==> src/rtl/core/icy_metadata_deframer_assert.svh <==
// Assertion macros for the ICY metadata deframer.
// Each macro expects signals named clk and rst in the including scope.
`ifndef ICY_METADATA_DEFRAMER_ASSERT_SVH
`define ICY_METADATA_DEFRAMER_ASSERT_SVH

// Same-cycle implication, disabled during reset.
`define ICY_ASSERT_IMPLY(label, cond, expr, msg) \
  label: assert property (@(posedge clk) disable iff (rst) (cond) |-> (expr)) \
    else $error(msg);

// Next-cycle implication, disabled during reset.
`define ICY_ASSERT_NEXT(label, cond, expr, msg) \
  label: assert property (@(posedge clk) disable iff (rst) (cond) |=> (expr)) \
    else $error(msg);

`endif

==> src/rtl/core/icy_md_pkg.sv <==
`default_nettype none

package icy_md_pkg;

  // Widths
  localparam int INTERVAL_BITS = 20;
  localparam int META_BITS     = 12;
  localparam int HIST_DEPTH    = 13;
  localparam int START_LEN     = 13;
  localparam int END_LEN       = 8;
  localparam int TDATA_BITS    = 40;

  localparam logic [INTERVAL_BITS-1:0] INTERVAL_RESET = INTERVAL_BITS'(16000);

  // Byte history, entry 0 is the newest byte
  typedef logic [HIST_DEPTH-1:0][7:0] hist_t;

  // Markers laid out as they appear in the history (last char in entry 0)
  localparam logic [START_LEN*8-1:0] START_PAT = "StreamTitle='";
  localparam logic [END_LEN*8-1:0]   END_PAT   = "';Stream";
  localparam logic [7:0]             QUOTE     = 8'h27;

  typedef enum logic [1:0] {
    KIND_AUDIO  = 2'd0,
    KIND_LENGTH = 2'd1,
    KIND_META   = 2'd2
  } byte_kind_t;

  // Control from the framing logic to the title search
  typedef struct packed {
    logic                 step;
    logic                 clear;
    logic [7:0]           data;
    logic [META_BITS-1:0] pos;
  } search_ctl_t;

  // Title result as it stands after the current byte
  typedef struct packed {
    logic                 found;
    logic [META_BITS-1:0] offset;
    logic [META_BITS-1:0] length;
  } search_res_t;

  // One result item
  typedef struct packed {
    byte_kind_t           kind;
    logic [7:0]           value;
    logic                 done;
    logic                 found;
    logic [META_BITS-1:0] offset;
    logic [META_BITS-1:0] length;
  } out_item_t;

endpackage

`default_nettype wire

==> src/rtl/core/icy_md_title_search.sv <==
`default_nettype none

module icy_md_title_search (
  input  wire logic                    clk,
  input  wire logic                    rst,
  input  wire icy_md_pkg::search_ctl_t ctl,
  output icy_md_pkg::search_res_t      res
);

  icy_md_pkg::hist_t                 hist, hist_next;
  logic                              start_seen, start_seen_next;
  logic [icy_md_pkg::META_BITS-1:0]  start_pos, start_pos_next;
  logic                              end_seen, end_seen_next;
  logic [icy_md_pkg::META_BITS-1:0]  end_pos, end_pos_next;
  logic                              quote_seen, quote_seen_next;
  logic [icy_md_pkg::META_BITS-1:0]  quote_pos, quote_pos_next;
  logic                              zero_seen, zero_seen_next;

  logic [icy_md_pkg::META_BITS:0]    pos_plus1;
  logic [icy_md_pkg::META_BITS:0]    end_limit;
  logic                              start_hit, end_hit;
  logic                              have_stop;
  logic [icy_md_pkg::META_BITS-1:0]  stop_pos;

  // Shifted history and marker compares for the incoming byte
  always_comb begin
    hist_next    = {hist[icy_md_pkg::HIST_DEPTH-2:0], ctl.data};
    pos_plus1    = {1'b0, ctl.pos} + 1'b1;
    end_limit    = {1'b0, start_pos} + (icy_md_pkg::META_BITS+1)'(icy_md_pkg::END_LEN);
    start_hit    = (hist_next == icy_md_pkg::START_PAT) &&
                   (pos_plus1 >= (icy_md_pkg::META_BITS+1)'(icy_md_pkg::START_LEN));
    end_hit      = (hist_next[icy_md_pkg::END_LEN-1:0] == icy_md_pkg::END_PAT) &&
                   (pos_plus1 >= end_limit);
  end

  // Next search state
  always_comb begin
    start_seen_next = start_seen;
    start_pos_next  = start_pos;
    end_seen_next   = end_seen;
    end_pos_next    = end_pos;
    quote_seen_next = quote_seen;
    quote_pos_next  = quote_pos;
    zero_seen_next  = zero_seen;
    if (ctl.step && !zero_seen) begin
      if (ctl.data == 8'h00) begin
        zero_seen_next = 1'b1;
      end else if (start_seen) begin
        if (!end_seen && end_hit) begin
          end_seen_next = 1'b1;
          end_pos_next  = ctl.pos - icy_md_pkg::META_BITS'(icy_md_pkg::END_LEN - 1);
        end
        if (ctl.data == icy_md_pkg::QUOTE) begin
          quote_seen_next = 1'b1;
          quote_pos_next  = ctl.pos;
        end
      end else if (start_hit) begin
        start_seen_next = 1'b1;
        start_pos_next  = pos_plus1[icy_md_pkg::META_BITS-1:0];
      end
    end
  end

  // Title result from the updated state
  always_comb begin
    have_stop  = 1'b0;
    stop_pos   = '0;
    res        = '0;
    priority if (start_seen_next && end_seen_next) begin
      have_stop = 1'b1;
      stop_pos  = end_pos_next;
    end else if (start_seen_next && quote_seen_next) begin
      have_stop = 1'b1;
      stop_pos  = quote_pos_next;
    end else begin
      have_stop = 1'b0;
      stop_pos  = '0;
    end
    if (have_stop && (stop_pos >= start_pos_next)) begin
      res.found  = 1'b1;
      res.offset = start_pos_next;
      res.length = stop_pos - start_pos_next;
    end
  end

  // Hold search state; clear it on a length byte
  always_ff @(posedge clk) begin
    if (rst || ctl.clear) begin
      hist       <= '0;
      start_seen <= 1'b0;
      start_pos  <= '0;
      end_seen   <= 1'b0;
      end_pos    <= '0;
      quote_seen <= 1'b0;
      quote_pos  <= '0;
      zero_seen  <= 1'b0;
    end else begin
      if (ctl.step && !zero_seen && (ctl.data != 8'h00)) begin
        hist <= hist_next;
      end
      start_seen <= start_seen_next;
      start_pos  <= start_pos_next;
      end_seen   <= end_seen_next;
      end_pos    <= end_pos_next;
      quote_seen <= quote_seen_next;
      quote_pos  <= quote_pos_next;
      zero_seen  <= zero_seen_next;
    end
  end

endmodule

`default_nettype wire

==> src/rtl/core/icy_metadata_deframer.sv <==
// Channel   Dir  tdata (low bit up)                           tuser       tlast
// s_axis    in   stream_byte[7:0]                             -           chunk_last
// m_axis    out  byte_value, title_found, title_offset,       byte_kind   meta_done
//                title_length, zero pad to 40 bits
// cfg       in   cfg_wdata = meta_interval (cfg_we strobes a write)
//
// One item per cycle: each byte is classified and searched in the cycle it is
// accepted and its result sits in the output register on the next edge.
// Throughput is set by the single output register; s_axis_tready drops only
// while that register holds an item the sink has not taken.
// rst is synchronous: meta_interval returns to 16000, audio count reloads,
// search state and the output valid flag clear.
`default_nettype none

`include "icy_metadata_deframer_assert.svh"

module icy_metadata_deframer (
  input  wire logic                                 clk,
  input  wire logic                                 rst,
  input  wire logic                                 cfg_we,
  input  wire logic [icy_md_pkg::INTERVAL_BITS-1:0] cfg_wdata,
  input  wire logic                                 s_axis_tvalid,
  output      logic                                 s_axis_tready,
  input  wire logic [7:0]                           s_axis_tdata,  // stream_byte
  input  wire logic                                 s_axis_tlast,  // chunk_last
  output      logic                                 m_axis_tvalid,
  input  wire logic                                 m_axis_tready,
  // byte_value[7:0], title_found[8], title_offset[20:9], title_length[32:21]
  output      logic [icy_md_pkg::TDATA_BITS-1:0]    m_axis_tdata,
  output      logic [1:0]                           m_axis_tuser,  // byte_kind
  output      logic                                 m_axis_tlast   // meta_done
);

  logic [icy_md_pkg::INTERVAL_BITS-1:0] meta_interval;
  logic [icy_md_pkg::INTERVAL_BITS-1:0] audio_left, audio_left_next;
  logic                                 in_meta, in_meta_next;
  logic [icy_md_pkg::META_BITS-1:0]     meta_length, meta_length_next;
  logic [icy_md_pkg::META_BITS-1:0]     meta_position, meta_position_next;

  logic                                 accept;
  logic                                 len_byte;
  icy_md_pkg::search_ctl_t              search_ctl;
  icy_md_pkg::search_res_t              search_res;
  icy_md_pkg::out_item_t                item_next, out_item;
  logic                                 out_valid;

  // Chunk boundaries carry no meaning for the deframer
  logic                                 chunk_last_unused;
  assign chunk_last_unused = s_axis_tlast;

  assign s_axis_tready = !out_valid || m_axis_tready;
  assign accept        = s_axis_tvalid && s_axis_tready;
  assign len_byte      = !in_meta && (audio_left == '0);

  // Drive the title search
  always_comb begin
    search_ctl.step  = accept && in_meta;
    search_ctl.clear = accept && len_byte && !chunk_last_unused
                       || accept && len_byte && chunk_last_unused;
    search_ctl.data  = s_axis_tdata;
    search_ctl.pos   = meta_position;
  end

  icy_md_title_search u_search (
    .clk (clk),
    .rst (rst),
    .ctl (search_ctl),
    .res (search_res)
  );

  // Classify the byte and advance framing counters
  always_comb begin
    audio_left_next    = audio_left;
    in_meta_next       = in_meta;
    meta_length_next   = meta_length;
    meta_position_next = meta_position;
    item_next          = '0;
    item_next.value    = s_axis_tdata;
    priority if (in_meta) begin
      item_next.kind     = icy_md_pkg::KIND_META;
      meta_position_next = meta_position + 1'b1;
      if (meta_position_next >= meta_length) begin
        item_next.done   = 1'b1;
        item_next.found  = search_res.found;
        item_next.offset = search_res.offset;
        item_next.length = search_res.length;
        in_meta_next     = 1'b0;
        audio_left_next  = meta_interval;
      end
    end else if (len_byte) begin
      item_next.kind     = icy_md_pkg::KIND_LENGTH;
      meta_length_next   = {s_axis_tdata, 4'h0};
      meta_position_next = '0;
      if (s_axis_tdata != 8'h00) begin
        in_meta_next = 1'b1;
      end else begin
        audio_left_next = meta_interval;
      end
    end else begin
      item_next.kind  = icy_md_pkg::KIND_AUDIO;
      audio_left_next = audio_left - 1'b1;
    end
  end

  // Framing state and configuration
  always_ff @(posedge clk) begin
    if (rst) begin
      meta_interval <= icy_md_pkg::INTERVAL_RESET;
      audio_left    <= icy_md_pkg::INTERVAL_RESET;
      in_meta       <= 1'b0;
      meta_length   <= '0;
      meta_position <= '0;
    end else if (cfg_we) begin
      meta_interval <= cfg_wdata;
      audio_left    <= cfg_wdata;
    end else if (accept) begin
      audio_left    <= audio_left_next;
      in_meta       <= in_meta_next;
      meta_length   <= meta_length_next;
      meta_position <= meta_position_next;
    end
  end

  // Output register: load on accept, drop when taken
  always_ff @(posedge clk) begin
    if (rst) begin
      out_valid <= 1'b0;
    end else if (accept) begin
      out_valid <= 1'b1;
    end else if (m_axis_tready) begin
      out_valid <= 1'b0;
    end
  end

  always_ff @(posedge clk) begin
    if (accept) begin
      out_item <= item_next;
    end
  end

  assign m_axis_tvalid = out_valid;
  assign m_axis_tuser  = out_item.kind;
  assign m_axis_tlast  = out_item.done;
  assign m_axis_tdata  = {7'h00, out_item.length, out_item.offset,
                          out_item.found, out_item.value};

  // Checks
  `ICY_ASSERT_IMPLY(a_done_on_meta, m_axis_tvalid && m_axis_tlast,
                    m_axis_tuser == icy_md_pkg::KIND_META,
                    "block end flagged on a non-metadata byte")
  `ICY_ASSERT_IMPLY(a_found_needs_done, m_axis_tvalid && !m_axis_tlast,
                    m_axis_tdata[8] == 1'b0,
                    "title reported outside block end")
  `ICY_ASSERT_IMPLY(a_meta_nonempty, in_meta, meta_length != '0,
                    "metadata phase with zero length")
  `ICY_ASSERT_NEXT(a_len_enters_meta, accept && len_byte && !cfg_we &&
                   (s_axis_tdata != 8'h00), in_meta,
                   "nonzero length byte did not open a block")

endmodule

`default_nettype wire
==> config.mk <==
export PLATFORM = sky130hd
export DESIGN_NAME = icy_metadata_deframer
export DESIGN_NICKNAME = d
export VERILOG_FILES = /design/src/rtl/core/icy_md_pkg.sv /design/src/rtl/core/icy_md_title_search.sv /design/src/rtl/core/icy_metadata_deframer.sv
export VERILOG_INCLUDE_DIRS = /design/src /design/src/rtl/core
export SDC_FILE = /design/constraint.sdc
export NUM_CORES = 1
export LEC_CHECK = 0
export BUFFER_PORTS_ARGS = -buffer_cell sky130_fd_sc_hd__buf_2
export CAP_MARGIN = 20
export CELL_PAD_IN_SITES_DETAIL_PLACEMENT = 1
export CELL_PAD_IN_SITES_GLOBAL_PLACEMENT = 2
export CORE_MARGIN = 1.5
export CORE_UTILIZATION = 30
export DETAILED_ROUTE_END_ITERATION = 8
export GPL_ROUTABILITY_DRIVEN = 0
export PLACE_DENSITY_LB_ADDON = 0.25
export SLEW_MARGIN = 5
export SYNTH_ARGS = -nofsm -noshare
export SYNTH_HDL_FRONTEND = slang
export SYNTH_SLANG_ARGS = --single-unit
==> constraint.sdc <==
create_clock -name clk -period 5.9 [get_ports clk]
set_input_delay 1.18 -clock clk [delete_from_list [all_inputs] [get_ports clk]]
set_output_delay 1.18 -clock clk [all_outputs]
set_load 0.05 [all_outputs]
-- Word-level counts from Yosys, hierarchy flattened
Cells that the tools add are included.
- register bits: 234
- logic and storage cells: 128
- add/subtract/negate cells: 6
- magnitude comparators: 4
- equal/unequal tests: 5
- muxes and demuxes: 45
- bitwise gates (word level): 2
- reduce and logical (&&, ||, !) cells: 35
- operator list (cell ; number):
    two-way mux 12 bit ; 16
    two-way mux 20 bit ; 6
    equality test 104 x 103 -> 1 bit, second input constant ; 1
    equality test 64 x 62 -> 1 bit, second input constant ; 1
    two-way mux 26 bit ; 1
    two-way mux 25 bit ; 1
    >= comparator 12 bit ; 2
    two-way mux 1 bit ; 21
    zero test 20 bit ; 1
    subtractor 20 x 1 -> 20 bit, second input constant ; 1
    logical AND 1 bit ; 14
    adder 12 x 1 -> 13 bit, second input constant ; 1
    adder 12 x 4 -> 13 bit, second input constant ; 1
    >= comparator 13 bit ; 1
    >= comparator 13 x 4 -> 1 bit, second input constant ; 1
    adder 12 x 1 -> 12 bit, second input constant ; 1
    subtractor 12 bit ; 1
    subtractor 12 x 3 -> 12 bit, second input constant ; 1
    AND reduction 3 bit ; 3
    equality test 8 x 6 -> 1 bit, second input constant ; 1
    zero test 8 bit ; 1
    nonzero test 8 bit ; 1
    AND reduction 2 bit ; 3
    nonzero test 2 bit ; 3
    other kinds (6) ; 13

-- Longest topological paths before layout
- depth in word-level cells: 14
- mapped depth: 27
- gate-level depth less buffers: 24

-- Hierarchy
Synthesis repeated with hierarchy kept, for this count alone.
- cell total of the unflattened synthesis: 1413
- area total of the unflattened synthesis: 11830.1 um^2
- modules (own cells, without submodules) (module ; times used ; cells an instance ; area each (um^2)):
    icy_md_title_search ; 1 ; 889 ; 6882.9
    icy_metadata_deframer ; 1 ; 524 ; 4947.2

-- Worst setup path after synthesis
No wires, ideal clock.
- path kind: in2reg
- start: input m_axis_tready
- end: register out_item, in the netlist m_axis_tdata[10] (data pin)
- data arrival time: 5780 ps
- path slack: -148 ps
- stages on the path: 22
- buffers on the path: 3
- cells stage by stage: nand2b_1 nand4b_1 nor2_1 nand3_1 nor4_2 and3_1 a221o_1 buf_2 nand3b_1 clkbuf_1 o21ai_0 ha_1 a21o_1 a21oi_1 o21ai_0 a2111oi_0 nor3_1 or3b_2 nand4_1 a2111o_1 buf_2 nor2_1
- cells in the longest elaborated chain, start to end: 11
- elaborated cells between the ends (all ways): 19
- those cells by class: order compare (1); mux (10); reduce/logical (8)
- RTL lines (item ; line ; RTL):
    start, declared ; icy_metadata_deframer.sv:27 ; input wire logic m_axis_tready,
    logical OR 1 bit * ; icy_metadata_deframer.sv:51 ; assign s_axis_tready = !out_valid || m_axis_tready;
    logical AND 1 bit * ; icy_metadata_deframer.sv:52 ; assign accept = s_axis_tvalid && s_axis_tready;
    logical AND 1 bit * ; icy_metadata_deframer.sv:57 ; search_ctl.step = accept && in_meta;
    logical AND 1 bit * ; icy_md_title_search.sv:45 ; if (ctl.step && !zero_seen) begin
    two-way mux 1 bit ; icy_md_title_search.sv:45 ;
    logical AND 1 bit ; icy_md_title_search.sv:72 ; end else if (start_seen_next && quote_seen_next) begin
    two-way mux 12 bit ; icy_md_title_search.sv:72 ;
    two-way mux 12 bit ; icy_md_title_search.sv:69 ; priority if (start_seen_next && end_seen_next) begin
    >= comparator 12 bit ; icy_md_title_search.sv:79 ; if (have_stop && (stop_pos >= start_pos_next)) begin
    logical AND 1 bit ; icy_md_title_search.sv:79 ;
    AND reduction 3 bit (no source line) ; n/a ;
    end signal, assigned ; icy_metadata_deframer.sv:137 ; out_item <= item_next;
    end, declared ; icy_metadata_deframer.sv:44 ; icy_md_pkg::out_item_t item_next, out_item;
Mark *: on every way between the ends. The rest lies on a longest branch, timed or not.
A chain may end at the register's enable or synchronous reset.

-- Worst setup path in the final report
- start: register meta_position[0] (netlist name)
- end: register out_item, in the netlist m_axis_tdata[29] (data pin)
- cells in the longest elaborated chain, start to end: 13
- elaborated cells between the ends (all ways): 39
- those cells by class: add/sub (4); order compare (4); mux (24); reduce/logical (7)
- RTL lines (item ; line ; RTL):
    start, declared ; icy_metadata_deframer.sv:38 ; logic [icy_md_pkg::META_BITS-1:0] meta_position, meta_position_next;
    start signal, assigned ; icy_metadata_deframer.sv:120 ; meta_position <= meta_position_next;
    adder 12 x 1 -> 13 bit ; icy_md_title_search.sv:28 ; pos_plus1 = {1'b0, ctl.pos} + 1'b1;
    >= comparator 13 x 4 -> 1 bit / >= comparator 13 bit (equally long branches) ; icy_md_title_search.sv:31, icy_md_title_search.sv:33 ;
    logical AND 1 bit, on equally long branches ; icy_md_title_search.sv:30, icy_md_title_search.sv:32 ;
    two-way mux 1 bit / logical AND 1 bit (equally long branches) ; icy_md_title_search.sv:57, icy_md_title_search.sv:49 ;
    two-way mux 1 bit, on equally long branches ; icy_md_title_search.sv:48, icy_md_title_search.sv:49 ;
    two-way mux 1 bit, on equally long branches ; icy_md_title_search.sv:46, icy_md_title_search.sv:48 ;
    two-way mux 1 bit, on equally long branches ; icy_md_title_search.sv:45, icy_md_title_search.sv:46 ;
    logical AND 1 bit / two-way mux 1 bit (equally long branches) ; icy_md_title_search.sv:72, icy_md_title_search.sv:45 ;
    two-way mux 12 bit / logical AND 1 bit (equally long branches) ; icy_md_title_search.sv:72, icy_md_title_search.sv:69 ;
    two-way mux 12 bit ; icy_md_title_search.sv:69 ;
    >= comparator 12 bit ; icy_md_title_search.sv:79 ;
    logical AND 1 bit ; icy_md_title_search.sv:79 ;
    AND reduction 3 bit (no source line) ; n/a ;
Parallel ways exist; a longest one is shown, timed or not.

==> flow_summary_export.csv <==
group,metric,value,unit
status,status,"finished clean",
drt,wl,34980,microns
final_layout,final_cell_area,13830,sq um
timing,max_freq,177.6,MHz
yosys,synth.distinct_cells,79,
timing,hold_slack,0.4569,ns
timing,period_share,0.9543,
final_layout,multi_input_area,5824,sq um
timing,finalHoldViolCount,0,
die,num_rows,70,
critical_path,critPathLaunchType,"register",
yosys,yosysMostFrequentCell,"nand2_1",
final_layout,syn_to_final_growth,22.73,%
grt,grt_use_total,0.1782,
yosys,synth.ff_latch_count,234,
placement,postPlaceCellArea,12610,sq um
critical_path,critPathKind,"register to register",
drt,drc,0,
hold_path,min_path_type,"register to register",
pwr,p_per_area,267.7,nW/um^2
timing,fin_worst_skew,0.01059,ns
pwr,p_leak,0.005135,uW
timing,drv_slew,0,
die,die_h,196.8,microns
die,die_area,38750,sq um
final_layout,fill_cells,4331,
cts,htree_levels,1,
cts,clock_sinks,234,
die,start_util,0.3064,
yosys,synth_top_family_by_area,"simple AND/OR/NAND/NOR gates",
timing,setup-tns-final,0,ns
cts,numCtsBuffers,29,
grt,grt_pass1_wl,54710,microns
yosys,synthAdderAreaFrac,0.03818,
critical_path,cp_max_fo,8,
yosys,synthTopCellsByArea,"dfxtp_1, edfxtp_1, nand2_1",
critical_path,critical_path_required,6.23,ns
yosys,synthesis.area,11270,sq um
cts,hold_buffers,0,
yosys,synthArstFlopShare,0,
pwr,ir_worst_vdd,0.1636,mV
final_layout,nets,1527,
drt,vias_per_cell,5.038,
cts,path_clk_slew,0.06,ns
final_layout,drive_above_1_share,0.1800,
cts,clk_latency,0.58,ns
die,die_w,196.8,microns
job,maxCapViolations,0,
cts,cts_root_buf,"clkbuf_16",
final_layout,fin_util,0.3761,
yosys,ys.flop_type,"dfxtp_1",
placement,dp_hpwl,24480,microns
grt,grt_pass1_vias,9821,
grt,grt_max_degree,97,
drt,drtPass1Iterations,4,
drt,wire_per_inst,17.93,microns
final_layout,diodes,0,
critical_path,arrival,5.96,ns
yosys,synthMuxAreaShare,0.04440,
yosys,synthSimpleGateAreaFrac,0.2377,
yosys,synth-xor-area-share,0.02797,
final_layout,regArea,5051,sq um
drt,drtIter0Drc,394,
yosys,synth-edff-count,36,
yosys,yosysTopAreaCell,"dfxtp_1",
grt,antenna_found_initial,0,
yosys,yosysWarnings,0,
critical_path,r2r_cells,27,
drt,ant_nets,0,
yosys,synth-seq-area-share,0.4476,
cts,cts_tree,"yes",
cts,cts_max_path_buffers,3,
yosys,synth_top_area_share,0.3516,
die,core_area,36790,sq um
timing,slew_headroom,0.3350,
yosys,synth.avg_cell_area,8.431,sq um
critical_path,crit_path_end_kind,"register",
die,ios,79,
drt,vias,9829,
yosys,synthTopCellsByCount,"nand2_1, dfxtp_1, nor2_1, a21oi_1, clkbuf_1",
yosys,syn_inst,1337,
yosys,synth_compound_area_frac,0.1528,
grt,grt.overflow.total,0,
timing,period_needed,5.630,ns
placement,io_buffer_count,70,
timing,setup_viol,0,
hold_path,worstHoldPathCells,2,
timing,tightestPinTransition,0.9951,ns
worst max-delay path: stages, from the launching register on:
cell,delay [ns]
dfxtp_2,0.36
ha_4,0.15
nand2_1,0.08
nor2_2,0.12
nand2_1,0.11
xnor2_2,0.16
ha_1,0.31
a211o_1,0.27
a221oi_2,0.17
o21ai_1,0.13
a221o_1,0.42
buf_6,0.17
a22oi_1,0.15
o21a_1,0.17
ha_1,0.16
inv_1,0.05
fa_1,0.39
a21o_1,0.19
a21oi_2,0.19
o21ai_2,0.10
a2111oi_4,0.38
nor3_2,0.10
or3b_2,0.45
nand4_1,0.12
a2111o_1,0.14
buf_12,0.13
clkbuf_16,0.15
nor2_1,0.05
stage by stage:
| step | setup slack, ns | total power (uW) | instances |
|---|---|---|---|
| final | 0.2696 | 3703 | 1951 |
| after global routing | -0.01301 | 3843 | 1951 |
| after CTS | 0.005135 | 3770 | 1944 |
| after detailed placement | -0.3355 | 1921 | 1890 |
| after global placement | -0.2109 | 1917 | 1890 |
| after floorplan | 0.06453 | 1853 | 1343 |
what timing repair did:
item                       CTS  global route
buffers inserted             0             3
gates cloned                 0             3
setup endpoints to repair   25            25
resized for setup            4            23
pin swaps                    2             5
logic make-up (layout without fill, tap and decap cells):
kind of cell | Yosys count | count (layout)
other | 1 | 7
AO/OA/AOI/OAI | 280 | 280
buffers and inverters | 129 | 269
AND/OR/NAND/NOR | 573 | 573
multiplexers | 50 | 50
flip-flops | 234 | 234
adder cells (fa/ha/maj) | 34 | 34
XOR/XNOR | 36 | 36
cells in the final DEF (no fill, tap or decap), types with 4 or more instances in the layout:
master and count:
dfxtp_1 195, a211oi_1 9, nand4_1 15, buf_4 99, clkbuf_1 6, clkinv_2 8
edfxtp_1 36, o21ai_0 32, conb_1 7, a21oi_1 133, nand2b_1 15, o21a_1 7
or3_1 9, nor3_1 20, and2_1 4, nor4bb_1 4, a211o_1 6, xor2_1 17
and3_1 8, ha_1 31, inv_1 37, o31ai_1 5, a31oi_1 13, nor4_1 14
o211ai_1 4, nand2_1 250, or4_1 10, nor2_1 154, a21o_1 9, a22oi_1 19
nand3_1 17, clkbuf_16 32, buf_2 70, o21ai_1 4, mux2i_1 50, nor4b_1 7
nand4b_1 8, xnor2_1 17
final cells by class:
cell class	instances	area share
clock buffers	38	0.05788
repair buffers	177	0.09062
well taps	468	0.04233
clock inverters	16	0.01275
flip-flops and latches	234	0.3651
inverters	38	0.01031
multi-input cells	980	0.4210
sequential cells by signal, summed over array words and instances (netlist names):
signal	flops
u_search.hist	96
m_axis_tdata	33
audio_left	20
meta_interval	20
meta_position	12
u_search.end_pos	12
u_search.quote_pos	12
u_search.start_pos	12
meta_length	8
m_axis_tuser	2
in_meta	1
m_axis_tlast	1
m_axis_tvalid	1
u_search.end_seen	1
u_search.quote_seen	1
u_search.start_seen	1
u_search.zero_seen	1
final timing paths:
check                                               startpoint  slack, ns                        endpoint
worst max-delay path             meta_position[0]$_SDFFE_PP0P_       0.27  m_axis_tdata[29]$_SDFFCE_PN0P_
worst max register to register   meta_position[0]$_SDFFE_PP0P_       0.27  m_axis_tdata[29]$_SDFFCE_PN0P_
worst min register to register  meta_interval[10]$_SDFFE_PP1P_       0.46  meta_interval[10]$_SDFFE_PP1P_
worst min-delay path            meta_interval[10]$_SDFFE_PP1P_       0.46  meta_interval[10]$_SDFFE_PP1P_
metal layers:
metal / track usage / vias to the layer above / routed length (microns)
li1: - / 4884 / -
met1: 0.2476 / 4782 / 16760
met2: 0.2892 / 114 / 16250
met3: 0.02430 / 49 / 1074
met4: 0.04806 / 0 / 894
met5: 0 / - / 0
power breakdown:
part	switching, uW	internal [uW]	total, uW
Combinational	153	58.1	211
Sequential	19.1	1650	1670
Clock	733	1090	1820
Note: power is estimated with default switching activity, not from simulation.
